[src/rtl/bibe_pkg.sv]
// Shared types and constants for the binary image border extractor.
`default_nettype none
package bibe_pkg;

    // Fixed field widths that follow from the configuration registers.
    localparam int CW  = 9;   // x and y coordinates, width and height
    localparam int ZW  = 16;  // plane coordinate and plane count
    localparam int PW  = 18;  // position inside one plane
    localparam int DLW = 19;  // window delay in items

    // Output queue depth, its address width and its counter width.
    localparam int OQ_DEPTH = 8;
    localparam int OQ_AW    = 3;
    localparam int OQ_CW    = 4;

    // Operating modes.
    localparam logic [2:0] MODE_BIN4  = 3'd0;
    localparam logic [2:0] MODE_BIN8  = 3'd1;
    localparam logic [2:0] MODE_3D6   = 3'd2;
    localparam logic [2:0] MODE_3D26  = 3'd3;
    localparam logic [2:0] MODE_LAB4  = 3'd4;
    localparam logic [2:0] MODE_LAB8  = 3'd5;

    // Configuration register indexes.
    localparam logic [1:0] CFG_MODE   = 2'd0;
    localparam logic [1:0] CFG_WIDTH  = 2'd1;
    localparam logic [1:0] CFG_HEIGHT = 2'd2;
    localparam logic [1:0] CFG_PLANES = 2'd3;

    localparam logic [31:0] LABEL_EDGE = 32'd255;

    typedef struct packed {
        logic [31:0] pixel_value;
        logic        flush;
    } t_in_item;

    typedef struct packed {
        logic [31:0] pixel_out;
        logic        last;
    } t_out_item;

    // Geometry derived from the configuration registers.
    typedef struct packed {
        logic [2:0]     mode;
        logic           is3d;
        logic [CW-1:0]  w;
        logic [CW-1:0]  h;
        logic [ZW-1:0]  d;
        logic [PW-1:0]  ps;
        logic [DLW-1:0] delay;
    } t_geom;

    // One window advance travelling through the pipeline.
    typedef struct packed {
        logic          valid;
        logic          emit;
        logic          last;
        logic [31:0]   pix;
        logic [CW-1:0] raddr;
        logic [PW-1:0] paddr;
        logic [CW-1:0] xc;
        logic [CW-1:0] yc;
        logic [ZW-1:0] zc;
    } t_adv;

    // Row buffer word: two delayed rows for each of the three plane streams.
    typedef struct packed {
        logic [31:0] s0r1;
        logic [31:0] s0r2;
        logic [7:0]  s1r1;
        logic [7:0]  s1r2;
        logic [7:0]  s2r1;
        logic [7:0]  s2r2;
    } t_row_word;

endpackage
`default_nettype wire

[src/rtl/bibe_ofifo.sv]
// Output queue that holds results until the downstream side takes them.
`default_nettype none
module bibe_ofifo (
    input  logic                i_clk,
    input  logic                i_rst_n,
    input  logic                i_push,
    input  bibe_pkg::t_out_item i_data,
    input  logic                i_pop,
    output logic                o_valid,
    output bibe_pkg::t_out_item o_data,
    output logic [bibe_pkg::OQ_CW-1:0] o_count
);
    import bibe_pkg::*;

    t_out_item        r_mem [OQ_DEPTH];
    logic [OQ_AW-1:0] r_wp, r_rp;
    logic [OQ_CW-1:0] r_cnt;
    logic             pop;

    assign pop     = i_pop && (r_cnt != '0);
    assign o_valid = (r_cnt != '0);
    assign o_data  = r_mem[r_rp];
    assign o_count = r_cnt;

    // Entry storage.
    always_ff @(posedge i_clk) begin
        if (i_push) begin
            r_mem[r_wp] <= i_data;
        end
    end

    // Pointers and fill level.
    always_ff @(posedge i_clk) begin
        if (!i_rst_n) begin
            r_wp <= '0; r_rp <= '0; r_cnt <= '0;
        end else begin
            if (i_push) r_wp <= r_wp + 3'd1;
            if (pop) r_rp <= r_rp + 3'd1;
            r_cnt <= r_cnt + {3'd0, i_push} - {3'd0, pop};
        end
    end

endmodule
`default_nettype wire

[config.mk]
export PLATFORM = sky130hd
export DESIGN_NAME = bibe_ofifo
export DESIGN_NICKNAME = d
export VERILOG_FILES = /design/src/rtl/bibe_pkg.sv /design/src/rtl/bibe_ofifo.sv
export SDC_FILE = /design/constraint.sdc
export NUM_CORES = 1
export LEC_CHECK = 0
export BUFFER_PORTS_ARGS = -buffer_cell sky130_fd_sc_hd__buf_2
export CORE_MARGIN = 2
export CORE_UTILIZATION = 50
export CTS_CLUSTER_DIAMETER = 100
export DETAILED_ROUTE_END_ITERATION = 16
export GPL_ROUTABILITY_DRIVEN = 0
export HOLD_SLACK_MARGIN = 0.12
export MAX_ROUTING_LAYER = met4
export PLACE_DENSITY = 0.72
export SLEW_MARGIN = 5
export SYNTH_ARGS = -nofsm -noshare
export SYNTH_HDL_FRONTEND = slang
export SYNTH_SLANG_ARGS = --single-unit
[constraint.sdc]
create_clock -name i_clk -period 3.24 [get_ports i_clk]
set_input_delay 0.324 -clock i_clk [delete_from_list [all_inputs] [get_ports i_clk]]
set_output_delay 0.324 -clock i_clk [all_outputs]
set_load 0.005 [all_outputs]
# Yosys cells after proc, flatten, opt, wreduce, memory -nomap -nowiden
# Memories as Yosys holds them, arrays and structs flattened. A register that Yosys moved wholly into a read port is not among the register bits.
# Cells that the tools add are included.
op_classes:
  n_addsub: 4
  mux: 4
  n_reduce_logical: 2
ops:
  columns: ["op", "count"]
  rows:
  - ["$add A3 B1 Y3 const B", 2]
  - ["$mux W3", 2]
  - ["$add A4 B1 Y4", 1]
  - ["$reduce_bool A4 Y1", 1]
  - ["$sub A4 B1 Y4", 1]
  - ["$mux W1", 2]
  - ["$logic_and A1 B1 Y1", 1]
totals:
  reg_bits: 10
  ramBits: 264
  input_bits: 37
  out_inout_bits: 38
  elab_cells: 14
  memories: 1
memory_table:
  columns: ["name", "words", "width", "rd", "rd_ports_with_merged_regs", "write_ports", "line_no", "source"]
  rows:
  - ["r_mem", 8, 33, 1, 1, 1, "bibe_ofifo.sv:15", "t_out_item r_mem [OQ_DEPTH];"]

# Logic depth before layout (Yosys ltp)
depth:
  ltp_word: 4
  mapped_depth: 10
  depth_no_buf: 10

# Least setup slack after synthesis
# No wires, ideal clock.
synth_timing:
  path_kind: "flip-flop to flip-flop"
  startpoint: "register r_wp[2]"
  endpoint: "memory r_mem[0][0] in the netlist's numbering, enable pin"
  setup_ps: 464
  arrival_time_ps: 2768
  t_required_ps: 2776
  slack_ps: 7
  stages_incl_launch_ff: 3
  n_path_buf: 0
  period_less_slack_ps: 3233
  cell_sequence: "dfxtp_1 -> nand2b_1 -> nor3_1"
synth_rtl:
  columns: ["element", "line_no", "source"]
  rows:
  - ["start, declared", "bibe_ofifo.sv:16", "logic [OQ_AW-1:0] r_wp, r_rp;"]
  - ["start signal, assigned", "bibe_ofifo.sv:37", "if (i_push) r_wp <= r_wp + 3'd1;"]
  - ["end, declared", "bibe_ofifo.sv:15", null]
# No word-level cell before the write port.

==> reports/summary.txt <==
CTS Buffer Depth -> 3
Tmin final -> 2.77 ns
Die height -> 149 um
Tot GR Track Use -> 0.187
Unrepaired setup endpoints after global routing -> false
Die Wd -> 149 um
CP Class -> register to output port
Detail Placement HPWL -> 10900 um
Top-level port count -> 75
Slew of the pin with the lowest slew margin -> 0.641 ns
Leak -> 4.14 nW
Crit path launch type -> register
Status -> finished, final reports clean
H-tree depth -> 1
Core area -> 0.0209 sq mm
P&R area growth vs syn -> 19.6%
Placed instance count -> 799
Initial Util -> 0.506
Yosys warns -> 0
Fmax -> 361 MHz
TritonCTS clock tree -> done
Final nets -> 630
Post-route setup TNS -> 0 ns
Mean Syn Cell Area -> 23.3 sq um
Pwr/cell area -> 664 mW/mm^2
Maximum vdd drop -> 0.467 mV
Layout cells sized above 1 -> 0.396
Clk pin slew, worst setup/hold paths -> 0.06 ns
Fin area -> 0.0126 sq mm
CTS root buffer -> clkbuf_16
Seq/Total Area, Yosys -> 0.775
Rel. slew slack -> 0.572
Post-Syn Nets -> 497
Total Wirelength -> 19300 um
TritonCTS Buffers -> 27
Row count -> 53
Worst EP required -> 2.92 ns
# hold bufs at CTS -> 33
Arr. time, crit path -> 2.44 ns
Setup Fix Bufs, Post-CTS -> 0
# port buffers -> 74
Post-detailed-route count of antenna-violating nets -> 0
Number of max-cap violations -> 0
Vias in the first global route -> 5153
Hold Slack -> 0.160 ns
Initial antenna violation count -> 1
# setup viols final -> 0
Die area -> 0.0223 sq mm
CP endpoint kind -> output port
Drc violations -> 0
Final worst-path cycle share -> 0.855
Pins Over Slew Limit -> 0
Non-Filler Instances -> 882
Clk_lat worst skew -> 0.54 ns
CTS Sinks -> 277
Cts repair resizes -> 0
Initial DRC count -> 360
Final Hold Vio Count -> 0
First-pass GRT wire length -> 30100 um
Gr ovfl total -> 0
Placed Area -> 0.0114 sq mm
CP Max Fanout -> 25
WL per Instance -> 21.8 um
Worst hold path class -> input port to register
Commonest non-fill, non-tap cell in the layout -> edfxtp_1
Largest net degree at the start of global routing -> 39
Synthesis-stage register bit count -> 277
Vias per std cell -> 5.47
DR pass1 iterations -> 4
Post-Syn Area -> 0.0106 sq mm
Total number of vias -> 4821
Most frequent cells in the layout -> edfxtp_1, buf_2, mux4_2
Mapped Cells -> 453
Distinct cells, synth -> 25
Final setup skew -> 0.0184 ns
-- stage by stage --
stage,setup slack (ns),util,power (mW)
finish,0.471,0.605,8.40
global route,0.318,0.605,8.73
detailed placement,0.968,0.548,5.42
global placement,1.01,0.548,5.38
floorplan,0.00731,-,4.99
CTS,0.398,0.605,8.50
-- critical path, cell delays in order, from the launching register on --
cell	delay, ns
dfxtp_4	0.64
buf_12	0.29
mux4_2	0.54
mux2_2	0.29
buf_2	0.13
-- routing by layer --
metal | global-route usage | part of all wire | vias up
met4 | 0.0490 | 0.014 | 0
met3 | 0.0291 | 0.069 | 24
met1 | 0.259 | 0.41 | 2495
li1 | - | - | 2154
met2 | 0.294 | 0.51 | 148
met5 | - | 0 | -
-- where the power goes --
group	internal (mW)	total (mW)	switching, mW
logic	0.682	1.18	0.497
registers	4.05	4.17	0.127
clock network	1.76	3.04	1.28
-- layout make-up --
cell class	count	area, sq um
inverters	4	15.0
fillers	1462	8250
well taps	275	344
flip-flops and latches	277	8200
multi-input cells	153	2300
clock buffers	30	687
clock inverters	19	171
diodes	1	2.50
repair buffers	123	921
-- registers in the layout (all words and copies together), names as in the netlist, named ones only --
register / count
o_count: 4
r_mem: 264
r_rp: 3
r_wp: 3
-- Yosys cell counts --
master	n	area share
edfxtp_1	264	0.75
mux4_2	66	0.14
mux2_2	33	0.035
dfxtp_1	13	0.025
mux2i_1	9	0.0085
nand2_1	9	0.0032
clkbuf_1	7	0.0025
nor2_1	7	0.0025
buf_2	6	0.0028
ha_1	6	0.0071
nand2b_1	6	0.0036
buf_6	5	0.0053
and2_1	4	0.0024
inv_1	4	0.0014
nor2b_1	2	0.0012
nor3_1	2	0.00095
xnor2_1	2	0.0017
a21o_1	1	0.00071
a21oi_1	1	0.00047
buf_1	1	0.00035
fa_1	1	0.0019
nand3_1	1	0.00047
or2_2	1	0.00059
or3b_2	1	0.00083
xor2_1	1	0.00083
-- path summary, 6_finish.rpt --
kind / slack, ns / startpoint / end / cells after the start
worst max-delay path: 0.47 / register / o_data[21] / 4
worst max register to register: 0.97 / o_count[2] / o_count[1] / 9
worst min register to register: 0.48 / r_rp[2] / register / 2
worst min-delay path: 0.16 / i_pop / register / 3
-- cells by family after synthesis --
logic type,Yosys count,synth area share
buf+inv,23,0.0124
simple gates,33,0.0156
flops,277,0.775
xor+xnor,3,0.00249
compound gates,2,0.00118
mux,108,0.184
fa+ha+maj,7,0.00900
Power figures use the tool's default switching activity.
