**src/rtl/bibe_pkg.sv**
```systemverilog
// Shared types and constants for the binary image border extractor.
`default_nettype none
package bibe_pkg;

    // Fixed field widths that follow from the configuration registers.
    localparam int CW  = 9;   // x and y coordinates, width and height
    localparam int ZW  = 16;  // plane coordinate and plane count
    localparam int PW  = 18;  // position inside one plane
    localparam int DLW = 19;  // window delay in items

    // Output queue depth, its address width and its counter width.
    localparam int OQ_DEPTH = 8;
    localparam int OQ_AW    = 3;
    localparam int OQ_CW    = 4;

    // Operating modes.
    localparam logic [2:0] MODE_BIN4  = 3'd0;
    localparam logic [2:0] MODE_BIN8  = 3'd1;
    localparam logic [2:0] MODE_3D6   = 3'd2;
    localparam logic [2:0] MODE_3D26  = 3'd3;
    localparam logic [2:0] MODE_LAB4  = 3'd4;
    localparam logic [2:0] MODE_LAB8  = 3'd5;

    // Configuration register indexes.
    localparam logic [1:0] CFG_MODE   = 2'd0;
    localparam logic [1:0] CFG_WIDTH  = 2'd1;
    localparam logic [1:0] CFG_HEIGHT = 2'd2;
    localparam logic [1:0] CFG_PLANES = 2'd3;

    localparam logic [31:0] LABEL_EDGE = 32'd255;

    typedef struct packed {
        logic [31:0] pixel_value;
        logic        flush;
    } t_in_item;

    typedef struct packed {
        logic [31:0] pixel_out;
        logic        last;
    } t_out_item;

    // Geometry derived from the configuration registers.
    typedef struct packed {
        logic [2:0]     mode;
        logic           is3d;
        logic [CW-1:0]  w;
        logic [CW-1:0]  h;
        logic [ZW-1:0]  d;
        logic [PW-1:0]  ps;
        logic [DLW-1:0] delay;
    } t_geom;

    // One window advance travelling through the pipeline.
    typedef struct packed {
        logic          valid;
        logic          emit;
        logic          last;
        logic [31:0]   pix;
        logic [CW-1:0] raddr;
        logic [PW-1:0] paddr;
        logic [CW-1:0] xc;
        logic [CW-1:0] yc;
        logic [ZW-1:0] zc;
    } t_adv;

    // Row buffer word: two delayed rows for each of the three plane streams.
    typedef struct packed {
        logic [31:0] s0r1;
        logic [31:0] s0r2;
        logic [7:0]  s1r1;
        logic [7:0]  s1r2;
        logic [7:0]  s2r1;
        logic [7:0]  s2r2;
    } t_row_word;

endpackage
`default_nettype wire

```
**src/rtl/bibe_ctrl.sv**
```systemverilog
// Sequencer: position counters, window priming and issue of window advances.
`default_nettype none
module bibe_ctrl (
    input  logic              i_clk,
    input  logic              i_rst_n,
    input  logic              i_valid,
    output logic              o_stall,
    input  bibe_pkg::t_in_item i_item,
    input  bibe_pkg::t_geom   i_geom,
    input  logic              i_credit,
    input  logic              i_cfg_wait,
    output bibe_pkg::t_adv    o_adv
);
    import bibe_pkg::*;

    typedef enum logic {ST_RUN, ST_FILL} t_state;

    t_state         r_state, n_state;
    logic           r_done, n_done;
    logic           r_primed, n_primed;
    logic [DLW-1:0] r_adv_cnt, n_adv_cnt;
    logic [CW-1:0]  r_xi, n_xi, r_yi, n_yi, r_xc, n_xc, r_yc, n_yc, r_xe, n_xe;
    logic [ZW-1:0]  r_zi, n_zi, r_zc, n_zc;
    logic [PW-1:0]  r_pa, n_pa;
    t_adv           r_adv, n_adv;

    logic accept, store, do_adv, primed_after, emit, done_after, in_last, c_last;

    assign o_stall = i_cfg_wait || (r_state == ST_FILL) || !i_credit;
    assign o_adv   = r_adv;

    // Decide what this cycle does to the window and the counters.
    always_comb begin
        accept       = i_valid && !o_stall;
        store        = accept && !i_item.flush && !r_done;
        in_last      = (r_xi == i_geom.w - 9'd1) && (r_yi == i_geom.h - 9'd1) &&
                       (r_zi == i_geom.d - 16'd1);
        c_last       = (r_xc == i_geom.w - 9'd1) && (r_yc == i_geom.h - 9'd1) &&
                       (r_zc == i_geom.d - 16'd1);
        do_adv       = (accept && (store || r_done)) ||
                       ((r_state == ST_FILL) && i_credit && !i_cfg_wait);
        primed_after = r_primed || (r_adv_cnt == i_geom.delay);
        emit         = do_adv && primed_after;
        done_after   = r_done || (store && in_last);

        n_state   = r_state;
        n_done    = done_after;
        n_primed  = r_primed;
        n_adv_cnt = r_adv_cnt;
        n_xi = r_xi; n_yi = r_yi; n_zi = r_zi;
        n_xc = r_xc; n_yc = r_yc; n_zc = r_zc;
        n_xe = r_xe; n_pa = r_pa;

        // Input position advances on every stored pixel.
        if (store) begin
            if (r_xi == i_geom.w - 9'd1) begin
                n_xi = '0;
                if (r_yi == i_geom.h - 9'd1) begin
                    n_yi = '0;
                    n_zi = r_zi + 16'd1;
                end else begin
                    n_yi = r_yi + 9'd1;
                end
            end else begin
                n_xi = r_xi + 9'd1;
            end
        end

        // Each advance moves the row and plane buffer addresses.
        if (do_adv) begin
            n_xe = (r_xe == i_geom.w - 9'd1) ? '0 : r_xe + 9'd1;
            n_pa = (r_pa == i_geom.ps - 18'd1) ? '0 : r_pa + 18'd1;
            n_primed = primed_after;
            if (!primed_after) begin
                n_adv_cnt = r_adv_cnt + 19'd1;
            end
            n_state = (!emit && done_after) ? ST_FILL : ST_RUN;
        end

        // The centre moves on with each result; the last one restarts the image.
        if (emit) begin
            if (c_last) begin
                n_state = ST_RUN;
                n_done = 1'b0; n_primed = 1'b0; n_adv_cnt = '0;
                n_xi = '0; n_yi = '0; n_zi = '0;
                n_xc = '0; n_yc = '0; n_zc = '0;
                n_xe = '0; n_pa = '0;
            end else if (r_xc == i_geom.w - 9'd1) begin
                n_xc = '0;
                if (r_yc == i_geom.h - 9'd1) begin
                    n_yc = '0;
                    n_zc = r_zc + 16'd1;
                end else begin
                    n_yc = r_yc + 9'd1;
                end
            end else begin
                n_xc = r_xc + 9'd1;
            end
        end

        n_adv.valid = do_adv;
        n_adv.emit  = emit;
        n_adv.last  = emit && c_last;
        n_adv.pix   = store ? i_item.pixel_value : 32'd0;
        n_adv.raddr = r_xe;
        n_adv.paddr = r_pa;
        n_adv.xc    = r_xc;
        n_adv.yc    = r_yc;
        n_adv.zc    = r_zc;
    end

    // State, counters and the issued advance.
    always_ff @(posedge i_clk) begin
        if (!i_rst_n) begin
            r_state <= ST_RUN;
            r_done <= 1'b0; r_primed <= 1'b0; r_adv_cnt <= '0;
            r_xi <= '0; r_yi <= '0; r_zi <= '0;
            r_xc <= '0; r_yc <= '0; r_zc <= '0;
            r_xe <= '0; r_pa <= '0;
            r_adv <= '0;
        end else begin
            r_state <= n_state;
            r_done <= n_done; r_primed <= n_primed; r_adv_cnt <= n_adv_cnt;
            r_xi <= n_xi; r_yi <= n_yi; r_zi <= n_zi;
            r_xc <= n_xc; r_yc <= n_yc; r_zc <= n_zc;
            r_xe <= n_xe; r_pa <= n_pa;
            r_adv <= n_adv;
        end
    end

endmodule
`default_nettype wire

```
**config.mk**
```make
export PLATFORM = sky130hd
export DESIGN_NAME = bibe_ctrl
export DESIGN_NICKNAME = d
export VERILOG_FILES = /design/src/rtl/bibe_pkg.sv /design/src/rtl/bibe_ctrl.sv
export SDC_FILE = /design/constraint.sdc
export NUM_CORES = 1
export LEC_CHECK = 0
export ABC_AREA = 1
export BUFFER_PORTS_ARGS = -buffer_cell sky130_fd_sc_hd__buf_2
export CAP_MARGIN = 20
export CORE_MARGIN = 4
export CORE_UTILIZATION = 45
export CTS_BUF_LIST = sky130_fd_sc_hd__clkbuf_8
export DETAILED_ROUTE_END_ITERATION = 10
export PLACE_DENSITY_LB_ADDON = 0.2
export SLEW_MARGIN = 25
export SYNTH_ARGS = -nofsm -noshare
export SYNTH_HDL_FRONTEND = slang
export SYNTH_SLANG_ARGS = --single-unit
```
**constraint.sdc**
```tcl
create_clock -name i_clk -period 3.3 [get_ports i_clk]
set_input_delay 0.66 -clock i_clk [delete_from_list [all_inputs] [get_ports i_clk]]
set_output_delay 0.66 -clock i_clk [all_outputs]
set_load 0.02 [all_outputs]
```
After elaboration in Yosys (flattened, before gate mapping) --
Cells that the tools add are included.
Operators by class: add/subtract/negate cells 13, eq/ne operators 9, multiplexer cells 43, reduce and logical (&&, ||, !) cells 31
Operators by type and width (count):
- 9-bit 2-to-1 mux | 18
- 16-bit 2-to-1 mux | 8
- 19-bit 2-to-1 mux | 4
- 18-bit 2-to-1 mux | 4
- 9-bit by 1-bit adder with 9-bit output, second input constant | 5
- 9-bit == test | 5
- 16-bit by 1-bit adder with 16-bit output, second input constant | 2
- 16-bit == test | 2
- 19-bit by 1-bit adder with 19-bit output, second input constant | 1
- 19-bit == test | 1
- 18-bit by 1-bit adder with 18-bit output, second input constant | 1
- 18-bit == test | 1
- 18-bit by 1-bit subtractor with 18-bit output, second input constant | 1
- 9-bit by 1-bit subtractor with 9-bit output, second input constant | 2
- 16-bit by 1-bit subtractor with 16-bit output, second input constant | 1
- 1-bit logical AND | 14
- 1-bit 2-to-1 mux | 9
- 1-bit zero test | 6
- 1-bit logical OR | 6
- 2-bit AND reduction | 2
- 2-bit nonzero test | 2
- 3-bit AND reduction | 1
Storage, ports and cells: flip-flop bits (word level) 213, word-level logic and storage cells 117

Longest topological paths before layout --
word-level depth 16, gate-level depth with buffers 20

Worst setup path after synthesis --
Ideal clock, no wire load.
path type input -> register, start input port i_geom[37] in the netlist's numbering, end register r_adv_cnt[1], data arrival time 2455 ps, required time 3183 ps, slack 729 ps, cell stages on the path 16, cell sequence inv_1 ha_1 nand2_2 nor2_4 nand2_1 nand2_1 nand2_1 nand2_1 nand2_1 nor2_1 and3_1 nand3_2 nand2_2 buf_6 buf_8 nor2_2
Between the ends: longest elaborated chain between the ends 5
Ends and longest elaborated chain:
- start: declaration | RTL line bibe_ctrl.sv:9 | input bibe_pkg::t_geom i_geom,
- 16-bit by 1-bit subtractor with 16-bit output | RTL line bibe_ctrl.sv:39 | (r_zc == i_geom.d - 16'd1);
- 16-bit == test | RTL line bibe_ctrl.sv:39
- 1-bit logical AND | RTL line bibe_ctrl.sv:38 | c_last = (r_xc == i_geom.w - 9'd1) && (r_yc == i_geom.h - 9'd1) &&
- 19-bit 2-to-1 mux | RTL line bibe_ctrl.sv:82 | if (c_last) begin
- 19-bit 2-to-1 mux | RTL line bibe_ctrl.sv:81 | if (emit) begin
- end signal: assignment | RTL line bibe_ctrl.sv:123 | r_done <= n_done; r_primed <= n_primed; r_adv_cnt <= n_adv_cnt;
- end: declaration | RTL line bibe_ctrl.sv:21 | logic [DLW-1:0] r_adv_cnt, n_adv_cnt;
No other way between the ends. A chain may end at the register's enable or synchronous reset.

Worst setup path in the final report --
start input port i_geom[37] in the netlist's numbering, end register r_zi[13]
Between the ends: longest elaborated chain between the ends 5
Ends and longest elaborated chain:
- 16-bit by 1-bit subtractor with 16-bit output | RTL line bibe_ctrl.sv:39
- 16-bit == test | RTL line bibe_ctrl.sv:39
- 1-bit logical AND | RTL line bibe_ctrl.sv:38
- 16-bit 2-to-1 mux | RTL line bibe_ctrl.sv:82
- 16-bit 2-to-1 mux | RTL line bibe_ctrl.sv:81
- end signal: assignment | RTL line bibe_ctrl.sv:124 | r_xi <= n_xi; r_yi <= n_yi; r_zi <= n_zi;
- end: declaration | RTL line bibe_ctrl.sv:23 | logic [ZW-1:0] r_zi, n_zi, r_zc, n_zc;
No other way between the ends.

==> flow_metrics.py <==
metrics = {
    "cts": {
        "clockBufferDepth": 3,
        "clockRootBuffer": "clkbuf_8",
        "cts_tree": "done",
        "cts_setup_buffers": 0,
        "post_cts_resized": 0,
        "worstSkewPairLatency_ns": 0.55,
        "cts_hold_repair.buffers": 0,
        "path_clk_slew_ns": 0.06,
        "cts_buffers": 39,
        "h-tree-depth": 2,
        "clock_sinks": 213,
    },
    "grt": {
        "use_met2_pct": 35.8,
        "antenna_found_initial": 0,
        "grt_pass1_vias": 11400,
        "top_usage_layer": "met2",
        "use_met1_pct": 28.6,
        "grt_pass1_wl_mm": 53.1,
        "track_usage_pct": 21.3,
        "met3_usage_pct": 4.21,
        "grt_overflow_total": 0,
        "grt_max_degree": 46,
    },
    "sta": {
        "rsz0062_at_grt": "no",
        "skew_ns": 0.0327,
        "period_share_pct": 78.1,
        "hold_viol": 0,
        "max_freq_mhz": 388,
        "layout_setup_ws_ns": 0.724,
        "setup_viol": 0,
        "slew_headroom_pct": 68.4,
        "slew_violations": 0,
        "period_minus_slack_ns": 2.58,
        "setup_tns_ns": 0,
        "tightest_slew_ns": 0.469,
    },
    "die": {
        "row_count": 59,
        "core_area_mm2": 0.0263,
        "io_pins": 210,
        "die_w_um": 172,
        "start_util_pct": 46.1,
        "die_area_mm2": 0.0296,
        "die_y_um": 172,
    },
    "final_layout": {
        "num-fill-cells": 2658,
        "layout_common_cells": "nand2_1, inv_1, nor2_1, dfxtp_1, buf_2",
        "multi_input_comb_area_mm2": 0.00660,
        "final_common_cell": "nand2_1",
        "fin_nets": 2252,
        "layout-drive-gt1-share_pct": 16.9,
        "seqCellArea_mm2": 0.00426,
        "antenna_cells": 0,
        "synthToLayoutAreaGrowth_pct": 19.5,
    },
    "power_and_ir_drop": {
        "peakVddDrop_mv": 0.283,
        "p_leak_nw": 7.38,
        "power_density_mw_per_mm2": 405,
    },
    "synth": {
        "synth_cells": 1886,
        "yosys.area.top_type": "dfxtp_1",
        "synth_top_cell_area_share_pct": 35.2,
        "ys_types": 43,
        "synth_nets": 2012,
        "ys_seq_area_share_pct": 35.2,
        "synth-seq-cells": 213,
        "ys_warn_count": 0,
        "ys_top_cells_by_area": "dfxtp_1, nand2_1, nor2_1",
        "synth.avg_cell_area_um2": 6.43,
        "synth_area_mm2": 0.0121,
    },
    "critical_path": {
        "rr_worst_depth": 14,
        "cp.arrival_ns": 2.98,
        "reg2reg_slack_ns": 0.82,
        "critPathSlowestCell": "ha_1",
        "crit_path_start_kind": "primary input",
        "worstPathCellList": "buf_2 > inv_1 > ha_1 > nand2_2 > nor2_1 > nand2_1 > nand2_1 > nand2_1 > nand2_1 > nand2_1 > nor2_1 > nand3_1 > nor2_2 > nand3_2 > nand2_2 > buf_12 > nor2_1",
        "critPathMaxFanout": 45,
        "path_class": "primary input to flop",
        "end_kind": "flop",
        "cp.required_ns": 3.70,
        "path_common_cell": "nand2_1",
        "slowest_delay_ns": 0.29,
    },
    "place": {
        "io_buffer_count": 205,
        "gp_congestion": 0.946,
        "pre_cts_ws_ns": 0.208,
        "hpwl_mm": 25.0,
    },
    "routing": {
        "drtPass1Iterations": 5,
        "drc_errors": 0,
        "vias": 12100,
        "wl_per_cell_um": 12.8,
        "first_iter_violations": 792,
        "ant_nets": 0,
        "vias_per_cell": 4.87,
        "drt-total-wl_mm": 31.9,
    },
    "outcome": {
        "status": "completed",
    },
    "min_path": {
        "whs_path_depth": 3,
        "min_path_type": "primary input to flop",
    },
    "job": {
        "drv_cap": 0,
    },
}
final cells by class:
cell class                 count  share of cell area (%)
multi-input combinational   1351                    45.6
sequential                   213                    29.4
timing repair buffer         228                    8.45
inverter                     293                    7.59
clock buffer                  48                    4.56
tap                          335                    2.89
clock inverter                21                    1.49
cells in the mapped netlist, drive strengths merged:
library cell and n:
nand2 528, nor2 321, inv 292, dfxtp 213, nand3 203, xor2 88
nand4 43, o21ai 40, nor3 28, a21oi 25, xnor2 21, buf 17
ha 13, clkbuf 12, nor4 8, or2 8, nand3b 7, mux2i 3
o21bai 3, and2 2, nor3b 2, o31ai 2, xnor3 2, a21boi 1
and3 1, clkinv 1, o221ai 1, o2bb2ai 1
power breakdown:
part | leakage [nW] | switching (W) | internal, W
combinational | 5.19 | 0.000303 | 0.000176
sequential | 1.72 | 0.00000650 | 0.00258
clock | 0.472 | 0.00116 | 0.00165
total | 7.38 | 0.00147 | 0.00440
through the flow:
| stage | power, W | area, um^2 | std cells | utilization (%) | hold WS [ns] |
|---|---|---|---|---|---|
| global placement | 0.00311 | 13600 | 2420 | 51.8 | 0.421 |
| detailed placement | 0.00312 | 13600 | 2420 | 51.8 | 0.425 |
| finish | 0.00587 | 14500 | 2489 | 55.1 | 0.326 |
| global route | 0.00614 | 14500 | 2489 | 55.1 | 0.297 |
| CTS | 0.00595 | 14500 | 2489 | 55.1 | 0.289 |
| floorplan | 0.00294 | 12100 | 1886 | - | 0.407 |
kinds of logic (layout without fill, tap and decap cells):
family	Yosys count	after routing	synth area share, %
compound gates	73	73	3.23
xor+xnor	111	111	8.25
fa+ha+maj	13	13	1.34
buf+inv	322	590	10.4
flops	213	213	35.2
mux	3	3	0.248
simple gates	1151	1151	41.4
worst max-delay path, delay by kind of cell:
kind	cells	cell delay, ns
buffers and inverters	3	0.47
AND/OR/NAND/NOR	13	1.55
adder cells (fa/ha/maj)	1	0.29
state kept, by name, summed over array words and instances, names as in the netlist:
name / flops
r_xi: 9
o_adv: 96
r_xe: 9
r_zi: 16
r_state: 1
r_adv_cnt: 19
r_zc: 16
r_yc: 9
r_done: 1
r_yi: 9
r_primed: 1
r_xc: 9
r_pa: 18
worst paths after layout:
kind | from | end
worst max register to register | r_adv_cnt[10] | r_zc[13]
worst min register to register | r_zc[13] | o_adv[13]
worst min-delay path | i_item[2] | o_adv[62]
worst max-delay path | i_geom[37] | r_zi[13]
layer usage:
metal	up-vias	share of wire [%]
li1	6336	-
met1	5418	46
met2	320	46
met3	42	6.3
met4	0	1.5
met5	-	0
Power figures use the tool's default switching activity.
